`config.mk`:
```
export PLATFORM = sky130hd
export DESIGN_NAME = skcht_ram
export DESIGN_NICKNAME = d
export VERILOG_FILES = /design/src/rtl/skcht_ram.sv
export SDC_FILE = /design/constraint.sdc
export NUM_CORES = 1
export LEC_CHECK = 0
export BUFFER_PORTS_ARGS = -buffer_cell sky130_fd_sc_hd__buf_2
export CELL_PAD_IN_SITES_DETAIL_PLACEMENT = 0
export CELL_PAD_IN_SITES_GLOBAL_PLACEMENT = 1
export CORE_MARGIN = 10
export CORE_UTILIZATION = 60
export CTS_BUF_LIST = sky130_fd_sc_hd__clkbuf_2
export DETAILED_ROUTE_END_ITERATION = 8
export GPL_TIMING_DRIVEN = 0
export PLACE_DENSITY_LB_ADDON = 0.08
export SYNTH_ARGS = -nofsm -noshare
export SYNTH_HDL_FRONTEND = slang
export SYNTH_SLANG_ARGS = --single-unit
```
`constraint.sdc`:
```
create_clock -name i_clk -period 3.6 [get_ports i_clk]
set_input_delay 0.36 -clock i_clk [delete_from_list [all_inputs] [get_ports i_clk]]
set_output_delay 0.36 -clock i_clk [all_outputs]
set_load 0.02 [all_outputs]
```
`src/rtl/skcht_ram.sv`:
```
// Generic single-port-write, single-port-read RAM with registered read data.
module skcht_ram #(
    parameter int WIDTH = 8,
    parameter int DEPTH = 16
) (
    input  logic                     i_clk,
    input  logic                     i_we,
    input  logic [$clog2(DEPTH)-1:0] i_waddr,
    input  logic [WIDTH-1:0]         i_wdata,
    input  logic [$clog2(DEPTH)-1:0] i_raddr,
    output logic [WIDTH-1:0]         o_rdata
);
    logic [WIDTH-1:0] r_mem [DEPTH];

    always_ff @(posedge i_clk) begin
        if (i_we) begin
            r_mem[i_waddr] <= i_wdata;
        end
        o_rdata <= r_mem[i_raddr];
    end
endmodule

```
==> flow_summary_export.csv <==
group,metric,value,unit
final_layout,fin_area,0.00561,mm²
logic_synthesis,synthFlopType,"edfxtp_1",
clocking,post_cts_buffers,0,
placement,placed_area,0.00540,mm²
clocking,clockRootBuffer,"clkbuf_2",
detailed_routing,viasPerCell,6.15,
worst_setup_path,slowest_stage,"dfxtp_1",
power_and_ir_drop,p_int,2080,µW
logic_synthesis,synth.area.top_cells,"edfxtp_1, mux4_2, mux4_1",
worst_setup_path,cp-start-kind,"register",
logic_synthesis,synth_area,0.00515,mm²
power_and_ir_drop,p_leak,0.00186,µW
logic_synthesis,synth_warnings,0,
floorplanning,initial_core_util,62.0,%
worst_setup_path,crit_type,"register to primary output",
detailed_routing,drc,0,
clocking,cts_buffers,17,
clocking,clk_pin_slew_worst_paths,0.19,ns
grt,grt_util_met1,21.3,%
logic_synthesis,yosys.area.top_type,"edfxtp_1",
grt,grt_pass1_wl,14300,µm
power_and_ir_drop,clockPowerShare,28.0,%
timing,hold_viol_final,0,
final_layout,nets,290,
power_and_ir_drop,power.density,484,mW/mm²
min_path,hold_class,"primary input to register",
logic_synthesis,synth_common_cells,"edfxtp_1, mux4_2, a22oi_1",
power_and_ir_drop,sw_frac_of_total,23.3,%
run_status,status,"completed",
final_layout,drive_gt1_share,29.8,%
grt,grt_busiest_layer,"met2",
logic_synthesis,synth_async_sr_flop_share,0,%
grt,track_usage,15.2,%
timing,finalCritPeriodShare,41.3,%
grt,grt_overflow_total,0,
detailed_routing,firstDrtPassIters,5,
worst_setup_path,crit_required,3.24,ns
timing,maxSlewHeadroom,14.3,%
logic_synthesis,synth_nets,247,
timing,slew_viol_final,0,
power_and_ir_drop,pwr-share-seq,65.4,%
logic_synthesis,yosysTopAreaCellShare,74.7,%
placement,gp_congestion,0.716,
power_and_ir_drop,combPwrFrac,6.6,%
job,maxCapViolCount,0,
clocking,cts_resized,0,
floorplanning,coreArea,0.00830,mm²
logic_synthesis,synth_edf_count,128,
timing,fin_crit,1.49,ns
timing,fin_skew,0.0283,ns
logic_synthesis,synth-seq-cells,136,
clocking,cts.sinks,136,
floorplanning,dieArea,0.0127,mm²
worst_setup_path,cp.arrival,1.13,ns
clocking,cts_tree,"built",
logic_synthesis,ys_types,19,
clocking,worst_skew_pair.late_latency,0.63,ns
final_layout,area_delta_synth_final,8.92,%
logic_synthesis,ys_seq_area_share,77.8,%
timing,tns,0,ns
final_layout,num_antenna_cells,0,
grt,use_met3,4.15,%
timing,setup_violations,0,
worst_setup_path,crit_path_max_fanout,1,
detailed_routing,drt-wirelength-per-cell,24.1,µm
timing,max_freq,672,MHz
floorplanning,num_rows,33,
worst_setup_path,worstPathCellList,"buf_2",
placement,port_buffers,24,
power_and_ir_drop,power.switching,631,µW
placement,hpwl,6150,µm
timing,rsz0062_at_grt,"false",
timing,worst_pin_slew,1.28,ns
worst_setup_path,critPathTopFamily,"flip-flops",
detailed_routing,ant_nets,0,
grt,antenna_found_initial,0,
clocking,h-tree-depth,4,
floorplanning,die_y,113,µm
grt,grt_pass1_vias,2432,
power_and_ir_drop,irDropWorstVdd,0.405,mV
logic_synthesis,syn_inst,229,
detailed_routing,dr_total_vias,2397,
detailed_routing,wl,9390,µm
grt,grt_max_degree,17,
logic_synthesis,synth.most_common_cell,"edfxtp_1",
grt,grtUsageMet2,22.5,%
worst_setup_path,path_buf_inv,1,
floorplanning,pin_count,26,
logic_synthesis,syn_avg_cell_area,22.5,µm²
floorplanning,die_x,113,µm
clocking,clk_path_buf_depth,2,
worst_setup_path,worst_setup_path_end_kind,"primary output",
detailed_routing,drt_iter0_markers,177,
clocking,cts_hold_buffers,0,
worst_setup_path,max_stage_delay,0.35,ns
==> power by group through the flow <==
stage	sequential [µW]	clock [µW]	combinational, µW
2_1_floorplan	1820	0	89.9
3_3_place_gp	1810	0	176
3_5_place_dp	1810	0	181
4_1_cts	1780	775	181
5_1_grt	1780	844	194
6_report	1780	760	179
==> worst paths after layout <==
| kind | startpoint | endpoint | slack (ns) | cells after the start |
|---|---|---|---|---|
| hold / removal | i_wdata[2] | r_mem[0][2] | 0.10 | 1 |
| setup reg to reg | r_mem[7][3] | o_rdata[3] | 2.17 | 3 |
| hold reg to reg | r_mem[2][0] | o_rdata[0] | 0.69 | 3 |
| setup / recovery | o_rdata[0] | o_rdata[0] | 2.11 | 1 |
==> metrics by stage <==
step	setup WS (ns)	total power (µW)	std cells	hold slack, ns	util, %
floorplan	1.75	1910	229	0.459	-
global placement	1.18	1990	358	0.664	65.1
detailed placement	1.16	1990	358	0.670	65.1
CTS	1.85	2730	390	0.0529	67.5
global route	1.99	2820	390	0.0389	67.6
finish	2.11	2710	390	0.103	67.6
==> worst reg2reg max path, cell delays in order (launching register included) <==
cell	delay (ns)
edfxtp_1	0.42
mux4_1	0.57
a22oi_1	0.27
nand2_1	0.08
==> area by class of cell <==
| type | count | area, µm² |
|---|---|---|
| Sequential cell | 136 | 4000 |
| Clock buffer | 19 | 95.1 |
| Tap cell | 105 | 131 |
| Clock inverter | 13 | 108 |
| Buffer | 10 | 86.3 |
| Timing Repair Buffer | 24 | 120 |
| Fill cell | 544 | 2690 |
| Multi-Input combinational cell | 83 | 1060 |
==> flip-flops by register name, indices dropped and copies added (netlist names) <==
register	flops
r_mem	128
o_rdata	8
==> cells by family (layout without fill, tap and decap cells) <==
kind of cell	after synthesis	count (layout)	share of synthesized area (%)
flip-flops	136	136	77.8
multiplexers	32	32	15.0
buffers and inverters	10	66	1.68
AO/OA/AOI/OAI	16	16	2.33
AND/OR/NAND/NOR	35	35	3.18
==> routing by layer <==
metal / up-vias / share of wire [%]
met5: - / 0
met2: 109 / 48
met3: 6 / 8.0
met4: 0 / 1.0
met1: 1221 / 43
li1: 1061 / -
==> placed cells by master, fill, tap and decap left out, types with 6 or more instances in the layout <==
cell type / n
a22oi_1: 16
edfxtp_1: 128
nor2_1: 13
buf_2: 27
clkbuf_2: 19
mux4_1: 14
clkinvlp_4: 6
mux4_2: 18
nand2_1: 9
dfxtp_1: 8
(Power assumes the default switching activity.)
